==> src/trp_pkg.sv <==
// ---------------------------------------------------------------------------
// Tuner RF register program package
// Field widths, register addresses, fixed values and shared types.
// ---------------------------------------------------------------------------
package trp_pkg;

	localparam int unsigned FREQ_W   = 30;
	localparam int unsigned BW_W     = 2;
	localparam int unsigned BYTE_W   = 8;
	localparam int unsigned QUOT_W   = 11;
	localparam int unsigned REM_W    = 20;
	localparam int unsigned WORD_W   = 16;
	localparam int unsigned FRAC_W   = 6;

	localparam logic [REM_W-1:0] HZ_PER_MHZ   = 20'd1000000;
	localparam logic [REM_W-1:0] CENTER_LIMIT = 20'd7812;

	// floor(2^40 / 1e6): quotient estimate is low by at most one
	localparam logic [20:0]      RECIP_MHZ   = 21'd1099511;
	localparam int unsigned      RECIP_SHIFT = 40;
	localparam int unsigned      PROD_W      = FREQ_W + 21;

	localparam logic [FREQ_W-1:0] BAND_LOW_LIMIT = 30'd444000000;
	localparam logic [FREQ_W-1:0] BAND_MID_LIMIT = 30'd667000000;
	localparam logic [FREQ_W-1:0] LOWBAND_LIMIT  = 30'd334000000;

	localparam logic [BYTE_W-1:0] ADDR_ABORT   = 8'h10;
	localparam logic [BYTE_W-1:0] ADDR_BW      = 8'h0D;
	localparam logic [BYTE_W-1:0] ADDR_FREQ_LO = 8'h0E;
	localparam logic [BYTE_W-1:0] ADDR_FREQ_HI = 8'h0F;
	localparam logic [BYTE_W-1:0] ADDR_BAND    = 8'hAB;
	localparam logic [BYTE_W-1:0] ADDR_LOWBAND = 8'h91;

	localparam logic [BYTE_W-1:0] VAL_ABORT    = 8'h00;
	localparam logic [BYTE_W-1:0] BAND_LOW     = 8'h70;
	localparam logic [BYTE_W-1:0] BAND_MID     = 8'h20;
	localparam logic [BYTE_W-1:0] BAND_HIGH    = 8'h10;
	localparam logic [BYTE_W-1:0] LOWBAND_ON   = 8'h40;
	localparam logic [BYTE_W-1:0] LOWBAND_OFF  = 8'h00;

	typedef enum logic [BW_W-1:0] {
		BW_6MHZ    = 2'd0,
		BW_7MHZ    = 2'd1,
		BW_8MHZ    = 2'd2,
		BW_INVALID = 2'd3
	} bw_code_t;

	typedef enum logic [2:0] {
		PAIR_ABORT,
		PAIR_BW,
		PAIR_FREQ_LO,
		PAIR_FREQ_HI,
		PAIR_BAND,
		PAIR_LOWBAND
	} pair_t;

	typedef struct packed {
		logic [QUOT_W-1:0] mhz;
		logic [REM_W-1:0]  rem;
		logic [BYTE_W-1:0] band;
		logic              lowband;
		logic [BW_W-1:0]   bw;
	} item_t;

	function automatic logic [BYTE_W-1:0] bw_byte(input logic [BW_W-1:0] code);
		logic [BYTE_W-1:0] b;
		case (code)
			BW_6MHZ: b = 8'h49;
			BW_7MHZ: b = 8'h5A;
			BW_8MHZ: b = 8'h6F;
			default: b = 8'h00;
		endcase
		return b;
	endfunction

endpackage

==> src/trp_req_if.sv <==
// ---------------------------------------------------------------------------
// Tune request channel
// Valid/ready channel carrying RF frequency and bandwidth code.
// ---------------------------------------------------------------------------
interface trp_req_if;
	logic                         valid;
	logic                         ready;
	logic [trp_pkg::FREQ_W-1:0]   rf_freq_hz;
	logic [trp_pkg::BW_W-1:0]     bandwidth_code;

	modport source (output valid, output rf_freq_hz, output bandwidth_code, input ready);
	modport sink (input valid, input rf_freq_hz, input bandwidth_code, output ready);
endinterface

==> src/trp_rsp_if.sv <==
// ---------------------------------------------------------------------------
// Register pair channel
// Valid/ready channel carrying one register address/value pair.
// ---------------------------------------------------------------------------
interface trp_rsp_if;
	logic                         valid;
	logic                         ready;
	logic [trp_pkg::BYTE_W-1:0]   reg_address;
	logic [trp_pkg::BYTE_W-1:0]   reg_value;
	logic                         last_pair;
	logic                         error_status;

	modport source (output valid, output reg_address, output reg_value, output last_pair,
		output error_status, input ready);
	modport sink (input valid, input reg_address, input reg_value, input last_pair,
		input error_status, output ready);
endinterface

==> src/trp_pair_seq.sv <==
// ---------------------------------------------------------------------------
// Register pair sequencer
// Finishes the tuning word and emits the six address/value pairs in order, or one zero pair on a bad bandwidth code.
// ---------------------------------------------------------------------------
module trp_pair_seq (
	input  logic                clk,
	input  logic                arst_n,
	input  logic                item_valid,
	input  trp_pkg::item_t      item,
	output logic                item_ready,
	trp_rsp_if.source           rsp
);

	logic [trp_pkg::WORD_W-1:0] word_d;
	logic [trp_pkg::WORD_W-1:0] word_q;
	logic [trp_pkg::BYTE_W-1:0] band_q;
	logic                       lowband_q;
	logic [trp_pkg::BW_W-1:0]   bw_q;
	logic                       err_q;
	logic                       valid_q;
	trp_pkg::pair_t             pair_q;
	logic                       last;

	always_comb begin
		logic [trp_pkg::REM_W-1:0]  r;
		logic [trp_pkg::REM_W-1:0]  step;
		logic [trp_pkg::FRAC_W-1:0] frac;
		logic                       inc;
		r    = item.rem;
		step = trp_pkg::HZ_PER_MHZ;
		frac = '0;
		for (int i = 0; i < trp_pkg::FRAC_W; i++) begin
			step = step >> 1;
			if (r > step) begin
				r    = r - step;
				frac = {frac[trp_pkg::FRAC_W-2:0], 1'b1};
			end else begin
				frac = {frac[trp_pkg::FRAC_W-2:0], 1'b0};
			end
		end
		inc    = (r > trp_pkg::CENTER_LIMIT);
		word_d = {item.mhz[trp_pkg::WORD_W-trp_pkg::FRAC_W-1:0], frac}
			+ trp_pkg::WORD_W'(inc);
	end

	assign last       = err_q || (pair_q == trp_pkg::PAIR_LOWBAND);
	assign item_ready = !valid_q || (rsp.ready && last);

	always_ff @(posedge clk or negedge arst_n) begin
		if (!arst_n) begin
			valid_q <= 1'b0;
			pair_q  <= trp_pkg::PAIR_ABORT;
		end else if (item_ready) begin
			valid_q <= item_valid;
			pair_q  <= trp_pkg::PAIR_ABORT;
		end else if (rsp.ready) begin
			pair_q  <= trp_pkg::pair_t'(pair_q + 3'd1);
		end
	end

	always_ff @(posedge clk) begin
		if (item_ready && item_valid) begin
			word_q    <= word_d;
			band_q    <= item.band;
			lowband_q <= item.lowband;
			bw_q      <= item.bw;
			err_q     <= (item.bw == trp_pkg::BW_INVALID);
		end
	end

	always_comb begin
		rsp.valid        = valid_q;
		rsp.last_pair    = last;
		rsp.error_status = err_q;
		rsp.reg_address  = '0;
		rsp.reg_value    = '0;
		if (!err_q) begin
			case (pair_q)
				trp_pkg::PAIR_ABORT: begin
					rsp.reg_address = trp_pkg::ADDR_ABORT;
					rsp.reg_value   = trp_pkg::VAL_ABORT;
				end
				trp_pkg::PAIR_BW: begin
					rsp.reg_address = trp_pkg::ADDR_BW;
					rsp.reg_value   = trp_pkg::bw_byte(bw_q);
				end
				trp_pkg::PAIR_FREQ_LO: begin
					rsp.reg_address = trp_pkg::ADDR_FREQ_LO;
					rsp.reg_value   = word_q[7:0];
				end
				trp_pkg::PAIR_FREQ_HI: begin
					rsp.reg_address = trp_pkg::ADDR_FREQ_HI;
					rsp.reg_value   = word_q[15:8];
				end
				trp_pkg::PAIR_BAND: begin
					rsp.reg_address = trp_pkg::ADDR_BAND;
					rsp.reg_value   = band_q;
				end
				trp_pkg::PAIR_LOWBAND: begin
					rsp.reg_address = trp_pkg::ADDR_LOWBAND;
					rsp.reg_value   = lowband_q ? trp_pkg::LOWBAND_ON : trp_pkg::LOWBAND_OFF;
				end
				default: begin
					rsp.reg_address = '0;
					rsp.reg_value   = '0;
				end
			endcase
		end
	end

endmodule

==> src/tuner_rf_register_program_top.sv <==
// A request is registered in s1-s4 and u_seq before its first pair on rsp.
// Throughput: one pair per cycle while rsp.ready is high; a valid request
// gives six pairs, an invalid bandwidth code one, paced by the single-pair
// output port. Four pipeline stages ahead of the sequencer keep taking
// requests while pairs drain. Reset clears all valid flags and pair index.
// ---------------------------------------------------------------------------
// Tuner RF register program top level
// Converts frequency to MHz and remainder by reciprocal multiply, then
// sequences the register pairs.
// ---------------------------------------------------------------------------
module tuner_rf_register_program_top (
	input  logic      clk,
	input  logic      arst_n,
	trp_req_if.sink   req,
	trp_rsp_if.source rsp
);

	logic                          v_s1, v_s2, v_s3, v_s4;
	logic                          rdy_s1, rdy_s2, rdy_s3, rdy_s4;
	logic                          seq_ready;

	logic [trp_pkg::FREQ_W-1:0]    freq_s1, freq_s2, freq_s3;
	logic [trp_pkg::BW_W-1:0]      bw_s1, bw_s2, bw_s3;
	logic [trp_pkg::QUOT_W-1:0]    qest_s2, qest_s3;
	logic [trp_pkg::FREQ_W-1:0]    qm_s3;
	trp_pkg::item_t                item_s4;

	logic [trp_pkg::PROD_W-1:0]    prod;
	logic [trp_pkg::FREQ_W:0]      qm_full;
	logic [trp_pkg::REM_W:0]       rem_raw;
	logic                          rem_over;
	trp_pkg::item_t                item_d;

	assign rdy_s4    = !v_s4 || seq_ready;
	assign rdy_s3    = !v_s3 || rdy_s4;
	assign rdy_s2    = !v_s2 || rdy_s3;
	assign rdy_s1    = !v_s1 || rdy_s2;
	assign req.ready = rdy_s1;

	always_ff @(posedge clk or negedge arst_n) begin
		if (!arst_n) begin
			v_s1 <= 1'b0;
			v_s2 <= 1'b0;
			v_s3 <= 1'b0;
			v_s4 <= 1'b0;
		end else begin
			if (rdy_s1) v_s1 <= req.valid;
			if (rdy_s2) v_s2 <= v_s1;
			if (rdy_s3) v_s3 <= v_s2;
			if (rdy_s4) v_s4 <= v_s3;
		end
	end

	assign prod    = trp_pkg::PROD_W'(freq_s1) * trp_pkg::PROD_W'(trp_pkg::RECIP_MHZ);
	assign qm_full = (trp_pkg::FREQ_W + 1)'(qest_s2)
		* (trp_pkg::FREQ_W + 1)'(trp_pkg::HZ_PER_MHZ);
	assign rem_raw = freq_s3[trp_pkg::REM_W:0] - qm_s3[trp_pkg::REM_W:0];
	assign rem_over = (rem_raw >= (trp_pkg::REM_W + 1)'(trp_pkg::HZ_PER_MHZ));

	always_comb begin
		item_d.mhz = rem_over ? qest_s3 + trp_pkg::QUOT_W'(1) : qest_s3;
		item_d.rem = rem_over
			? trp_pkg::REM_W'(rem_raw - (trp_pkg::REM_W + 1)'(trp_pkg::HZ_PER_MHZ))
			: rem_raw[trp_pkg::REM_W-1:0];
		if (freq_s3 < trp_pkg::BAND_LOW_LIMIT)
			item_d.band = trp_pkg::BAND_LOW;
		else if (freq_s3 < trp_pkg::BAND_MID_LIMIT)
			item_d.band = trp_pkg::BAND_MID;
		else
			item_d.band = trp_pkg::BAND_HIGH;
		item_d.lowband = (freq_s3 <= trp_pkg::LOWBAND_LIMIT);
		item_d.bw      = bw_s3;
	end

	always_ff @(posedge clk) begin
		if (rdy_s1) begin
			freq_s1 <= req.rf_freq_hz;
			bw_s1   <= req.bandwidth_code;
		end
		if (rdy_s2) begin
			freq_s2 <= freq_s1;
			bw_s2   <= bw_s1;
			qest_s2 <= prod[trp_pkg::RECIP_SHIFT +: trp_pkg::QUOT_W];
		end
		if (rdy_s3) begin
			freq_s3 <= freq_s2;
			bw_s3   <= bw_s2;
			qest_s3 <= qest_s2;
			qm_s3   <= qm_full[trp_pkg::FREQ_W-1:0];
		end
		if (rdy_s4) begin
			item_s4 <= item_d;
		end
	end

	trp_pair_seq u_seq (
		.clk        (clk),
		.arst_n     (arst_n),
		.item_valid (v_s4),
		.item       (item_s4),
		.item_ready (seq_ready),
		.rsp        (rsp)
	);

endmodule

==> src/flat_wrapper.sv <==
// flat-port wrapper written by rule: the top's interface ports become plain ports
module tuner_rf_register_program_top_flat 
  (clk, arst_n, req_valid, req_rf_freq_hz, req_bandwidth_code, req_ready, rsp_valid, rsp_reg_address, rsp_reg_value, rsp_last_pair, rsp_error_status, rsp_ready);
  trp_req_if req_i ();
  trp_rsp_if rsp_i ();
  input  logic clk;
  input  logic arst_n;
  input wire logic [$bits(req_i.valid)-1:0] req_valid;
  input wire logic [$bits(req_i.rf_freq_hz)-1:0] req_rf_freq_hz;
  input wire logic [$bits(req_i.bandwidth_code)-1:0] req_bandwidth_code;
  output wire logic [$bits(req_i.ready)-1:0] req_ready;
  output wire logic [$bits(rsp_i.valid)-1:0] rsp_valid;
  output wire logic [$bits(rsp_i.reg_address)-1:0] rsp_reg_address;
  output wire logic [$bits(rsp_i.reg_value)-1:0] rsp_reg_value;
  output wire logic [$bits(rsp_i.last_pair)-1:0] rsp_last_pair;
  output wire logic [$bits(rsp_i.error_status)-1:0] rsp_error_status;
  input wire logic [$bits(rsp_i.ready)-1:0] rsp_ready;
  assign req_i.valid = req_valid;
  assign req_i.rf_freq_hz = req_rf_freq_hz;
  assign req_i.bandwidth_code = req_bandwidth_code;
  assign req_ready = req_i.ready;
  assign rsp_valid = rsp_i.valid;
  assign rsp_reg_address = rsp_i.reg_address;
  assign rsp_reg_value = rsp_i.reg_value;
  assign rsp_last_pair = rsp_i.last_pair;
  assign rsp_error_status = rsp_i.error_status;
  assign rsp_i.ready = rsp_ready;
  tuner_rf_register_program_top u_core (.clk(clk), .arst_n(arst_n), .req(req_i), .rsp(rsp_i));
endmodule
==> config.mk <==
export PLATFORM = sky130hd
export DESIGN_NAME = tuner_rf_register_program_top_flat
export DESIGN_NICKNAME = d
export VERILOG_FILES = /design/src/trp_pkg.sv /design/src/trp_req_if.sv /design/src/trp_rsp_if.sv /design/src/trp_pair_seq.sv /design/src/tuner_rf_register_program_top.sv /design/src/flat_wrapper.sv
export SDC_FILE = /design/constraint.sdc
export NUM_CORES = 1
export LEC_CHECK = 0
export BUFFER_PORTS_ARGS = -buffer_cell sky130_fd_sc_hd__buf_4
export CORE_MARGIN = 2
export CORE_UTILIZATION = 65
export CTS_BUF_LIST = sky130_fd_sc_hd__clkbuf_4
export DETAILED_ROUTE_END_ITERATION = 10
export GPL_ROUTABILITY_DRIVEN = 0
export GPL_TIMING_DRIVEN = 0
export HOLD_SLACK_MARGIN = 0.06
export PLACE_DENSITY = 0.91
export REMOVE_ABC_BUFFERS = 1
export SLEW_MARGIN = 5
export SYNTH_ARGS = -nofsm -noshare
export SYNTH_HDL_FRONTEND = slang
export SYNTH_SLANG_ARGS = --single-unit
==> constraint.sdc <==
create_clock -name clk -period 29.3 [get_ports clk]
set_input_delay 2.93 -clock clk [delete_from_list [all_inputs] [get_ports clk]]
set_output_delay 2.93 -clock clk [all_outputs]
set_load 0.05 [all_outputs]
=== Word-level counts from Yosys, hierarchy flattened ===
Cells that the tools add are included.
W data, S select, Z words.

* Memory bits (writable): 0
* Input port bits: 36
* Memories: 0
* Word-level logic and storage cells: 96
* Bits in latches: 0
* Bits in read-only memories: 0
* Bits in registers: 209
* Output and inout port bits: 20

* Shifts and indexed selects: 0
* Mux-type cells: 23
* Add/subtract/negate cells: 11
* Order comparisons: 11
* Equality and inequality tests: 8
* Bitwise gates (word level): 0
* Multiply operators: 2
* Div/mod/pow operators: 0
* Reductions and logical operators: 16

{| class="wikitable"
|+ Operators with widths
! operator !! count
|-
| $mux W20 || 7
|-
| $mul A30 B21 Y51 const B || 1
|-
| $pmux W8 S6 || 1
|-
| $pmux W8 S5 || 1
|-
| $le A30 B29 Y1 const B || 1
|-
| $lt A30 B29 Y1 const B || 1
|-
| $lt A30 B30 Y1 const B || 1
|-
| $ge A21 B20 Y1 const B || 1
|-
| $pmux W7 S3 || 1
|-
| $sub A21 B21 Y21 || 1
|-
| $gt A20 B13 Y1 const B || 1
|-
| $gt A20 B14 Y1 const B || 1
|-
| $gt A20 B15 Y1 const B || 1
|-
| $gt A20 B16 Y1 const B || 1
|-
| $gt A20 B17 Y1 const B || 1
|-
| $gt A20 B18 Y1 const B || 1
|-
| $gt A20 B19 Y1 const B || 1
|-
| $sub A20 B14 Y20 const B || 1
|-
| $sub A20 B15 Y20 const B || 1
|-
| $sub A20 B16 Y20 const B || 1
|-
| $sub A20 B17 Y20 const B || 1
|-
| $sub A20 B18 Y20 const B || 1
|-
| $sub A20 B19 Y20 const B || 1
|-
| $sub A20 B20 Y20 const B || 1
|-
| other kinds (21) || 41
|}

=== Depth between registers and ports, before layout ===
Gate-level depths: netlist of the first run.

* Depth in word-level cells: 14
* Depth in mapped cells: 48
* Depth with buffers taken out: 41

=== Cells and area by module ===
From an unflattened synthesis of the first run, not the netlist that was laid out.

* Cells, all modules: 2,523
* Area, all modules: 25,261.7 µm²

{| class="wikitable"
|+ By module, submodules not included
! module !! cells each !! area an instance (µm²) !! sequential area each (µm²) !! times used
|-
| tuner_rf_register_program_top || 1,598 || 18,251.3 || 5,114.9 || 1
|-
| trp_pair_seq || 925 || 7,010.5 || 940.9 || 1
|}

=== Least setup slack after synthesis of the first run ===
OpenSTA, ideal clock, no wires.

* Kind: register -> register
* Start point: register u_core.item_s4[23] (netlist bit)
* End point: register u_core.u_seq.word_q[6] (netlist bit) (data pin)
* Cell stages (with the launch flop): 46
* Slack: 19,167 ps
* Data required time: 29,042 ps
* Clock period less this slack: 10,133 ps
* Data arrival time: 9,876 ps
* Buffers on the path: 5
* Library setup time: 258 ps
* Path through: edfxtp_1 > buf_6 > nor4_4 > nand4_2 > o221a_4 > buf_6 > xnor2_1 > ha_1 > inv_1 > o21ai_0 > mux2i_4 > a221oi_2 > o21ai_4 > a21oi_4 > buf_2 > xnor2_1 > ha_1 > nand2_1 > (+10 left out) > a31oi_4 > a21o_4 > buf_4 > xnor2_1 > ha_1 > nand2_1 > mux2_4 > and3_2 > a211oi_2 > o21ai_2 > a221oi_1 > o2111ai_1 > nand4_1 > ha_1 > ha_1 > nand2_1 > or4_1 > xnor2_1

* Word-level cells in the longest chain between the ends: 14
* Elaborated cells on any way between the ends: 26
* Those cells by class: add/sub: 7; order compare: 7; mux: 12

{| class="wikitable"
|+ RTL lines
! what !! RTL line !! source
|-
| from (decl) || tuner_rf_register_program_top.sv:26 || <nowiki>trp_pkg::item_t item_s4;</nowiki>
|-
| from (signal assigned) || tuner_rf_register_program_top.sv:92 || <nowiki>item_s4 <= item_d;</nowiki>
|-
| $sub A20 B19 Y20 or $gt A20 B19 Y1 (tied branches) || trp_pair_seq.sv:35, trp_pair_seq.sv:34 ||
|-
| $mux W20 || trp_pair_seq.sv:34 || <nowiki>if (r > step) begin</nowiki>
|-
| $sub A20 B18 Y20 or $gt A20 B18 Y1 (tied branches) || trp_pair_seq.sv:35, trp_pair_seq.sv:34 ||
|-
| $mux W20 || trp_pair_seq.sv:34 ||
|-
| $sub A20 B17 Y20 or $gt A20 B17 Y1 (tied branches) || trp_pair_seq.sv:35, trp_pair_seq.sv:34 ||
|-
| $mux W20 || trp_pair_seq.sv:34 ||
|-
| $sub A20 B16 Y20 or $gt A20 B16 Y1 (tied branches) || trp_pair_seq.sv:35, trp_pair_seq.sv:34 ||
|-
| $mux W20 || trp_pair_seq.sv:34 ||
|-
| $sub A20 B15 Y20 or $gt A20 B15 Y1 (tied branches) || trp_pair_seq.sv:35, trp_pair_seq.sv:34 ||
|-
| $mux W20 || trp_pair_seq.sv:34 ||
|-
| $sub A20 B14 Y20 or $gt A20 B14 Y1 (tied branches) || trp_pair_seq.sv:35, trp_pair_seq.sv:34 ||
|-
| $mux W20 || trp_pair_seq.sv:34 ||
|-
| $gt A20 B13 Y1 || trp_pair_seq.sv:41 || <nowiki>inc = (r > trp_pkg::CENTER_LIMIT);</nowiki>
|-
| $add A16 B1 Y16 (*) || trp_pair_seq.sv:43 || <nowiki>+ trp_pkg::WORD_W'(inc);</nowiki>
|-
| net u_core.u_seq.word_d, one bit || trp_pair_seq.sv:14 || <nowiki>logic [trp_pkg::WORD_W-1:0] word_d;</nowiki>
|-
| to (signal assigned) || trp_pair_seq.sv:63 || <nowiki>word_q <= word_d;</nowiki>
|-
| to (decl) || trp_pair_seq.sv:15 || <nowiki>logic [trp_pkg::WORD_W-1:0] word_q;</nowiki>
|}

Mark *: on every way through the listed nets, which the timed path passes. The rest lies on a longest branch.
A chain may end at the register's enable or synchronous reset.

=== Worst setup path in the final report of the first run ===
* Start point: register u_core.item_s4[11] (netlist bit)
* End point: register u_core.u_seq.word_q[6] (netlist bit) (data pin)

Same word-level chain as after synthesis.

==> impl_metrics.json, run 1 <==
{
  "status": "finished, final reports clean",
  "rsz0062_at_grt": "false",
  "synthArstFlopShare_pct": 4.08,
  "numCtsBuffers": 17,
  "crit_type": "flop to flop",
  "cp-end-kind": "flop",
  "slowest_stage": "nor3_1",
  "cts_max_path_buffers": 2,
  "slowest_delay_ns": 0.79,
  "nNetsFinal": 2943,
  "grt_pass1_wl_um": 93100,
  "core-area_sq_um": 36700,
  "dr.pass1.iters": 7,
  "wl_um": 56700,
  "period_minus_slack_ns": 12.89,
  "setup_viol": 0,
  "drc_errors": 0,
  "skew_ns": 0.0309,
  "period_share_pct": 44.0,
  "post-cts-setup-buffers": 0,
  "slew-limit-headroom_pct": 36.2,
  "cts_resized": 0,
  "drive_above_1_share_pct": 9.90,
  "fmax_ghz": 0.0776,
  "worst_pin_slew_ns": 0.951,
  "ant_nets": 0,
  "cp.arrival_ns": 13.31,
  "fin_hold_ws_ns": 0.427,
  "grt_pass1_vias": 18900,
  "grt_max_degree": 40,
  "cts-htree-levels": 4,
  "synth_ff_type": "edfxtp_1",
  "maxCapViolCount": 0,
  "final.setup.tns_ns": 0,
  "avgSynthCellArea_sq_um": 10.5,
  "fp.dieH_um": 197,
  "ys_ff_latch": 196,
  "die_w_um": 197,
  "hpwl_um": 46200,
  "dieArea_sq_um": 38800,
  "synthCells": 2313,
  "antenna_found_initial": 2,
  "hold_viol": 0,
  "syn2layout_area_growth_pct": 4.65,
  "avgRoutedWirePerCell_um": 20.0,
  "synth_edf_count": 188,
  "fp-row-count": 70,
  "ys_seq_area_share_pct": 24.1,
  "routed-via-count": 17600,
  "ioPinCount": 56,
  "start_util_pct": 66.0,
  "cp_max_fo": 23,
  "cts_tree": "yes",
  "start_kind": "flop",
  "crit_top_cell": "ha_1",
  "grt-ovfl-total": 0,
  "grt_usage_pct": 30.6,
  "portBuffers": 54,
  "drtIter0Drc": 1443,
  "yosys_warnings": 0,
  "maxSlewViolCount": 0,
  "vias_per_cell": 6.22,
  "clk_latency_ns": 0.66,
  "min_path_type": "flop to flop",
  "yosys.cell_types.count": 142,
  "cts.sinks": 196,
  "netlist_area_sq_um": 24200,
  "hold_buffers": 0,
  "critPathRequiredTime_ns": 29.72,
  "ctsRootBufferMaster": "clkbuf_4",
  "clk_pin_slew_ns": 0.18
}
-- worst max-delay path, delay by kind of cell, from the launching register on --
kind | cells | cell delay (ns)
XOR/XNOR | 4 | 1.22
adder cells (fa/ha/maj) | 5 | 1.35
multiplexers | 4 | 1.52
flip-flops | 1 | 0.56
AND/OR/NAND/NOR | 8 | 2.43
AO/OA/AOI/OAI | 17 | 5.43
buffers and inverters | 1 | 0.10
-- layout make-up --
class	count	area, sq um
sequential	196	5850
multi-input combinational	1547	16100
timing repair buffer	57	460
clock buffer	17	128
clock inverter	15	200
fill	2466	11300
antenna	1	2.50
inverter	532	2000
tap	468	586
-- synth_stat cells, drive strengths merged (12+ instances only) --
| cell type | instances | area, sq um |
|---|---|---|
| a31oi | 23 | 180 |
| clkbuf | 15 | 80.1 |
| mux2i | 27 | 287 |
| ha | 283 | 3540 |
| nor2 | 92 | 355 |
| a21o | 37 | 297 |
| nor3 | 46 | 245 |
| or2 | 14 | 92.6 |
| fa | 273 | 5470 |
| nand2b | 13 | 83.8 |
| nand2 | 104 | 400 |
| a211oi | 30 | 263 |
| nand4 | 26 | 175 |
| buf | 23 | 186 |
| a21oi | 75 | 450 |
| and3 | 12 | 80.1 |
| nand3 | 42 | 220 |
| and2 | 14 | 88.8 |
| edfxtp | 188 | 5650 |
| nor2b | 15 | 93.8 |
| o21ai | 58 | 350 |
| or3 | 14 | 91.3 |
| o211ai | 19 | 185 |
| o21a | 14 | 114 |
| xnor2 | 99 | 938 |
| inv | 531 | 1990 |
| xor2 | 32 | 295 |
-- per-stage QoR --
stage,area [sq um],util (%),instances,worst slack [ns]
after floorplan,24000,-,2275,19.06
after global placement,25000,68.0,2797,17.16
after detailed placement,25000,68.2,2800,16.81
after CTS,25400,69.1,2832,16.65
after global routing,25400,69.1,2833,15.58
final,25400,69.1,2833,16.41
-- layout by cell type (no fill, tap or decap), types with 30 or more instances in the layout --
cell type	Yosys	routed
inv_1	530	530
ha_1	283	283
fa_1	273	273
edfxtp_1	188	188
nand2_1	100	98
xnor2_1	94	94
nor2_1	88	88
a21oi_1	65	65
buf_4	6	54
nor3_1	43	43
o21ai_0	38	38
nand3_1	40	38
a21o_1	32	32
xor2_1	30	30
-- per-layer routing --
layer / part of all wire (%) / routed length (um) / vias to the layer above / track usage (%)
met5: 0.025 / 14 / - / 0
met4: 5.7 / 3240 / 2 / 16.4
met3: 7.3 / 4130 / 269 / 5.04
met2: 51 / 28800 / 872 / 54.2
met1: 36 / 20500 / 8574 / 35.7
li1: - / - / 7902 / -
-- flip-flops by register name, indices dropped and copies added (netlist names), 3 cells and up --
name and count:
u_core.item_s4 36, u_core.freq_s1 30, u_core.freq_s2 30, u_core.freq_s3 30
u_core.u_seq.word_q 16, u_core.qm_s3 12, u_core.qest_s2 11, u_core.qest_s3 10
u_core.u_seq.band_q 3, u_core.u_seq.pair_q 3
-- worst paths after layout --
check                                         from                endpoint  slack (ns)  cells past startpoint
worst max register to register  u_core.item_s4[11]  u_core.u_seq.word_q[6]       16.41                     39
worst min register to register   u_core.freq_s2[1]       u_core.freq_s3[1]        0.43                      0
min in group asynchronous                   arst_n             u_core.v_s2        2.08                      1
max in group asynchronous                   arst_n  u_core.u_seq.pair_q[1]       27.04                      1
worst max-delay path            u_core.item_s4[11]  u_core.u_seq.word_q[6]       16.41                     39
worst min-delay path             u_core.freq_s2[1]       u_core.freq_s3[1]        0.43                      0
-- logic make-up after synthesis --
| group | count (synthesis) | share of synthesized area [%] |
|---|---|---|
| flops | 196 | 24.1 |
| simple gates | 441 | 9.83 |
| mux | 38 | 1.71 |
| fa+ha+maj | 556 | 37.2 |
| other cells | 1 | 0.0155 |
| buf+inv | 570 | 9.34 |
| compound gates | 380 | 12.7 |
| xor+xnor | 131 | 5.09 |
Power of run 1 is left out: the tool's default activity adds up to more than one toggle a clock period on the data nets, which glitch-free logic cannot reach.
==> run 2: changes to the inputs <==
--- a/config.mk
+++ b/config.mk
@@ -5,15 +5,16 @@
 export SDC_FILE = /design/constraint.sdc
 export NUM_CORES = 1
 export LEC_CHECK = 0
+export ABC_AREA = 1
 export BUFFER_PORTS_ARGS = -buffer_cell sky130_fd_sc_hd__buf_4
 export CORE_MARGIN = 2
-export CORE_UTILIZATION = 65
+export CORE_UTILIZATION = 60
 export CTS_BUF_LIST = sky130_fd_sc_hd__clkbuf_4
 export DETAILED_ROUTE_END_ITERATION = 10
 export GPL_ROUTABILITY_DRIVEN = 0
 export GPL_TIMING_DRIVEN = 0
 export HOLD_SLACK_MARGIN = 0.06
-export PLACE_DENSITY = 0.91
+export PLACE_DENSITY = 0.89
 export REMOVE_ABC_BUFFERS = 1
 export SLEW_MARGIN = 5
 export SYNTH_ARGS = -nofsm -noshare
==> constraint.sdc (replaced) <==
create_clock -name clk -period 11.83 [get_ports clk]
set_input_delay 1.183 -clock clk [delete_from_list [all_inputs] [get_ports clk]]
set_output_delay 1.183 -clock clk [all_outputs]
set_load 0.05 [all_outputs]
==> impl_metrics.json, run 2 <==
{
  "placed_cell_area_sq_um": 25500,
  "largest_reg_flops": 36,
  "finalInstanceArea_sq_um": 25800,
  "period_minus_slack_ns": 10.32,
  "portBuffers": 54,
  "synth_top_area_share_pct": 23.0,
  "status": "finished, violations left",
  "critPathRequiredTime_ns": 12.29,
  "synthMostInstantiatedCell": "inv_1",
  "muxShareOfSynthArea_pct": 0,
  "avgSynthCellArea_sq_um": 8.69,
  "syn2layout_area_growth_pct": 5.28,
  "dieArea_sq_um": 42500,
  "cp_max_fo": 22,
  "grt-ovfl-total": 0,
  "synth_ff_type": "edfxtp_1",
  "synthAdderAreaFrac_pct": 36.8,
  "crit_buf_inv": 6,
  "synthArstFlopShare_pct": 4.08,
  "hold_viol": 0,
  "violations": "capacitance limit, slew limit",
  "synth_top_family_by_area": "adder cells",
  "clk_pin_slew_ns": 0.19,
  "pre_cts_ws_ns": 1.71,
  "cp.arrival_ns": 10.78,
  "nNetsFinal": 3466,
  "crit_top_cell": "nand2_1",
  "antenna_found_initial": 1,
  "synthCells": 2818,
  "ioPinCount": 56,
  "reg2reg_from": "u_core.item_s4[24]",
  "layout_common_cells": "inv_1, nand2_1, ha_1, fa_1, edfxtp_1",
  "fmax_ghz": 0.0969,
  "finalWorstSetupSlack_ns": 1.51,
  "yosys-top-cells-area": "edfxtp_1, fa_1, ha_1",
  "fp-row-count": 74,
  "crit_type": "flop to flop",
  "final_common_cell": "inv_1",
  "top_register": "u_core.item_s4",
  "core-area_sq_um": 40600,
  "netlist_area_sq_um": 24500,
  "period_share_pct": 87.2,
  "slowest_delay_ns": 0.57,
  "slew-limit-headroom_pct": -5.40,
  "synth_edf_count": 188,
  "dr.pass1.iters": 6,
  "fp.dieH_um": 206,
  "skew_ns": 0.0278,
  "yosys.cell_types.count": 67,
  "drtIter0Drc": 1860,
  "synthTopCellsByCount": "inv_1, nand2_1, ha_1, fa_1, edfxtp_1",
  "cts_resized": 0,
  "post-cts-setup-buffers": 0,
  "vias_per_cell": 5.73,
  "final.setup.tns_ns": 0,
  "ys_seq_area_share_pct": 23.9,
  "r2r-end": "u_core.u_seq.word_q[14]",
  "routed-via-count": 19600,
  "grt_max_degree": 44,
  "min_path_type": "input port to async pin",
  "grt_pass1_wl_um": 96300,
  "rrSetupSlack_ns": 1.51,
  "maxCapViolCount": 1,
  "synth-xor-area-share_pct": 3.83,
  "synth_top_area_cell": "edfxtp_1",
  "clk_latency_ns": 0.67,
  "slowest_stage": "edfxtp_1",
  "start_kind": "flop",
  "maxSlewViolCount": 3,
  "setup_viol": 0,
  "grt_usage_pct": 28.8,
  "ant_nets": 0,
  "drc_errors": 0,
  "numCtsBuffers": 17,
  "ys_ff_latch": 196,
  "start_util_pct": 60.4,
  "cp-end-kind": "flop",
  "hpwl_um": 47200,
  "cts_tree": "yes",
  "synth_compound_area_share_pct": 5.05,
  "hold_buffers": 0,
  "fillers": 2960,
  "worst_pin_slew_ns": 1.54,
  "ctsRootBufferMaster": "clkbuf_4",
  "cpLargestDelayFamily": "simple AND/OR/NAND/NOR gates",
  "cts.sinks": 196,
  "avgRoutedWirePerCell_um": 17.0,
  "drive_above_1_share_pct": 8.11,
  "rsz0062_at_grt": "false",
  "yosys.area_share.simple_pct": 18.9,
  "yosys_warnings": 0,
  "wl_um": 58100,
  "reg2regPathDepth": 66,
  "die_w_um": 206,
  "grt_pass1_vias": 20600,
  "cts_max_path_buffers": 2,
  "cts-htree-levels": 4
}
## run 2: changes by cell type after synthesis, moves of 50 or more
| cell | previous run | this run |
|---|---|---|
| nand3_1 | 40 | 166 |
| inv_1 | 530 | 679 |
| nor2_1 | 88 | 156 |
| nand2_1 | 100 | 522 |
| xor2_1 | 30 | 80 |
| xnor2_1 | 94 | 27 |
## run 2: logic make-up (layout without fill, tap and decap cells)
family / after synthesis / count (layout)
simple gates: 1022 / 1022
fa+ha+maj: 556 / 556
xor+xnor: 107 / 107
other cells: 1 / 2
compound gates: 203 / 203
flops: 196 / 196
buf+inv: 733 / 802
## run 2: routing by layer
metal  up-vias  GRT usage [%]  wire, um
met5         -              0         0
met4         0           18.2      3890
met3       321           4.26      3760
met2       953           51.6     29600
met1      9361           32.0     20800
li1       8961              -         -
## run 2: metrics by stage
step,hold WS [ns],instances,utilization [%]
floorplan,0.400,2798,-
global placement,0.402,3384,62.6
detailed placement,0.405,3387,62.8
CTS,0.246,3419,63.6
global route,0.228,3420,63.6
finish,0.279,3420,63.6
## run 2: how the worst max path moves through the flow
| stage | depth (start not counted) | slack, ns | from | endpoint |
|---|---|---|---|---|
| global placement | 67 | 2.14 | u_core.item_s4[24] | u_core.u_seq.word_q[14] |
| finish | 66 | 1.51 | u_core.item_s4[24] | u_core.u_seq.word_q[14] |
| detailed placement | 67 | 1.71 | u_core.item_s4[24] | u_core.u_seq.word_q[14] |
| CTS | 67 | 1.70 | u_core.item_s4[24] | u_core.u_seq.word_q[14] |
| global route | 67 | 0.41 | u_core.item_s4[24] | u_core.u_seq.word_q[14] |
| floorplan | 66 | 3.77 | u_core.item_s4[24] | u_core.u_seq.word_q[14] |
## run 2: final cells by class
cell class / instances / area, sq um / area share [%]
multi-input combinational: 1889 / 15800 / 61.3
antenna: 1 / 2.50 / 0.00970
clock inverter: 15 / 194 / 0.752
sequential: 196 / 5850 / 22.7
clock buffer: 17 / 128 / 0.495
tap: 532 / 666 / 2.58
timing repair buffer: 57 / 468 / 1.81
inverter: 713 / 2680 / 10.4
Power of run 2 is left out for the same reason.
==> run 3: changes to the inputs <==
--- a/config.mk
+++ b/config.mk
@@ -7,14 +7,16 @@
 export LEC_CHECK = 0
 export ABC_AREA = 1
 export BUFFER_PORTS_ARGS = -buffer_cell sky130_fd_sc_hd__buf_4
+export CELL_PAD_IN_SITES_DETAIL_PLACEMENT = 0
+export CELL_PAD_IN_SITES_GLOBAL_PLACEMENT = 1
 export CORE_MARGIN = 2
-export CORE_UTILIZATION = 60
+export CORE_UTILIZATION = 46
 export CTS_BUF_LIST = sky130_fd_sc_hd__clkbuf_4
 export DETAILED_ROUTE_END_ITERATION = 10
 export GPL_ROUTABILITY_DRIVEN = 0
 export GPL_TIMING_DRIVEN = 0
 export HOLD_SLACK_MARGIN = 0.06
-export PLACE_DENSITY = 0.89
+export PLACE_DENSITY = 0.88
 export REMOVE_ABC_BUFFERS = 1
 export SLEW_MARGIN = 5
 export SYNTH_ARGS = -nofsm -noshare
==> impl_metrics.json, run 3 (synthesis results as in run 2) <==
{
  "status": "finished, final reports clean",
  "cts-htree-levels": 4,
  "die_w_um": 235,
  "hold_viol": 0,
  "slowest_delay_ns": 0.57,
  "drc_errors": 0,
  "start_kind": "flop",
  "grt_pass1_vias": 19000,
  "syn2layout_area_growth_pct": 6.21,
  "antenna_found_initial": 1,
  "period_minus_slack_ns": 10.21,
  "ioPinCount": 56,
  "wl_um": 54800,
  "dp_cells": 3543,
  "layout_common_cells": "inv_1, nand2_1, ha_1, fa_1, edfxtp_1",
  "top_register": "u_core.item_s4",
  "maxCapViolCount": 0,
  "core-area_sq_um": 52700,
  "maxSlewViolCount": 0,
  "hpwl_um": 46000,
  "rrSetupSlack_ns": 1.62,
  "cts_tree": "yes",
  "fmax_ghz": 0.0979,
  "crit_top_cell": "nand2_1",
  "finalWorstSetupSlack_ns": 1.62,
  "cts_max_path_buffers": 2,
  "cp_max_fo": 22,
  "worst_pin_slew_ns": 1.19,
  "ant_nets": 0,
  "finalNonFillerCells": 3576,
  "vias_per_cell": 5.10,
  "crit_buf_inv": 6,
  "grt_usage_pct": 20.6,
  "min_path_type": "input port to async pin",
  "portBuffers": 54,
  "fin_hold_ws_ns": 0.286,
  "setup_viol": 0,
  "drive_above_1_share_pct": 8.11,
  "rsz0062_at_grt": "false",
  "post-cts-setup-buffers": 0,
  "dieArea_sq_um": 55100,
  "crit_type": "flop to flop",
  "final_common_cell": "inv_1",
  "skew_ns": 0.0515,
  "slowest_stage": "edfxtp_1",
  "nNetsFinal": 3466,
  "final.setup.tns_ns": 0,
  "dr.pass1.iters": 5,
  "clk_pin_slew_ns": 0.21,
  "numCtsBuffers": 17,
  "critPathRequiredTime_ns": 12.28,
  "clk_latency_ns": 0.66,
  "period_share_pct": 86.3,
  "start_util_pct": 46.5,
  "hold_buffers": 0,
  "cpLargestDelayFamily": "simple AND/OR/NAND/NOR gates",
  "grt-ovfl-total": 0,
  "cts_resized": 0,
  "slew-limit-headroom_pct": 18.7,
  "ctsRootBufferMaster": "clkbuf_4",
  "cp.arrival_ns": 10.66,
  "grt_max_degree": 47,
  "fp-row-count": 84,
  "cts.sinks": 196,
  "largest_reg_flops": 36,
  "drtIter0Drc": 874,
  "cp-end-kind": "flop",
  "routed-via-count": 18200,
  "grt_pass1_wl_um": 92300,
  "fp.dieH_um": 235,
  "pre_cts_ws_ns": 1.63,
  "avgRoutedWirePerCell_um": 15.3
}
-- run 3: worst register-to-register path, delay by kind of cell (launching register included) --
family        cells  cell delay (ns)
xor+xnor          1             0.14
buf+inv           6             0.91
fa+ha+maj         4             0.84
simple gates     52             7.59
flops             1             0.57
-- run 3: worst paths after layout --
path,start,endpoint,cells after the start
worst max-delay path,u_core.item_s4[24],u_core.u_seq.word_q[14],63
worst min-delay path,arst_n,u_core.u_seq.pair_q[1],1
worst max register to register,u_core.item_s4[24],u_core.u_seq.word_q[14],63
worst min register to register,u_core.freq_s2[13],u_core.freq_s3[13],0
max in group asynchronous,arst_n,u_core.v_s1,1
min in group clk,u_core.freq_s2[13],u_core.freq_s3[13],0
-- run 3: through the flow --
stage,util (%),area (sq um)
after floorplan,-,24300
after global placement,48.6,25600
after detailed placement,48.7,25700
after CTS,49.4,26000
after global routing,49.4,26000
final,49.4,26000
-- run 3: per-layer routing --
metal / vias to the layer above / track usage (%) / part of all wire, % / routed length (um)
met3: 113 / 1.88 / 3.4 / 1850
met1: 8776 / 24.6 / 41 / 22400
met4: 0 / 9.28 / 4.3 / 2330
met5: - / 0 / 0 / 0
met2: 397 / 37.5 / 52 / 28300
li1: 8959 / - / - / -
-- run 3: cell type report --
type / instances / area [sq um]
clock buffer: 17 / 128
fill: 4860 / 26600
antenna: 1 / 2.50
multi-input combinational: 1889 / 15800
tap: 688 / 861
clock inverter: 15 / 228
sequential: 196 / 5850
inverter: 713 / 2680
timing repair buffer: 57 / 468
Power of run 3 is left out for the same reason.
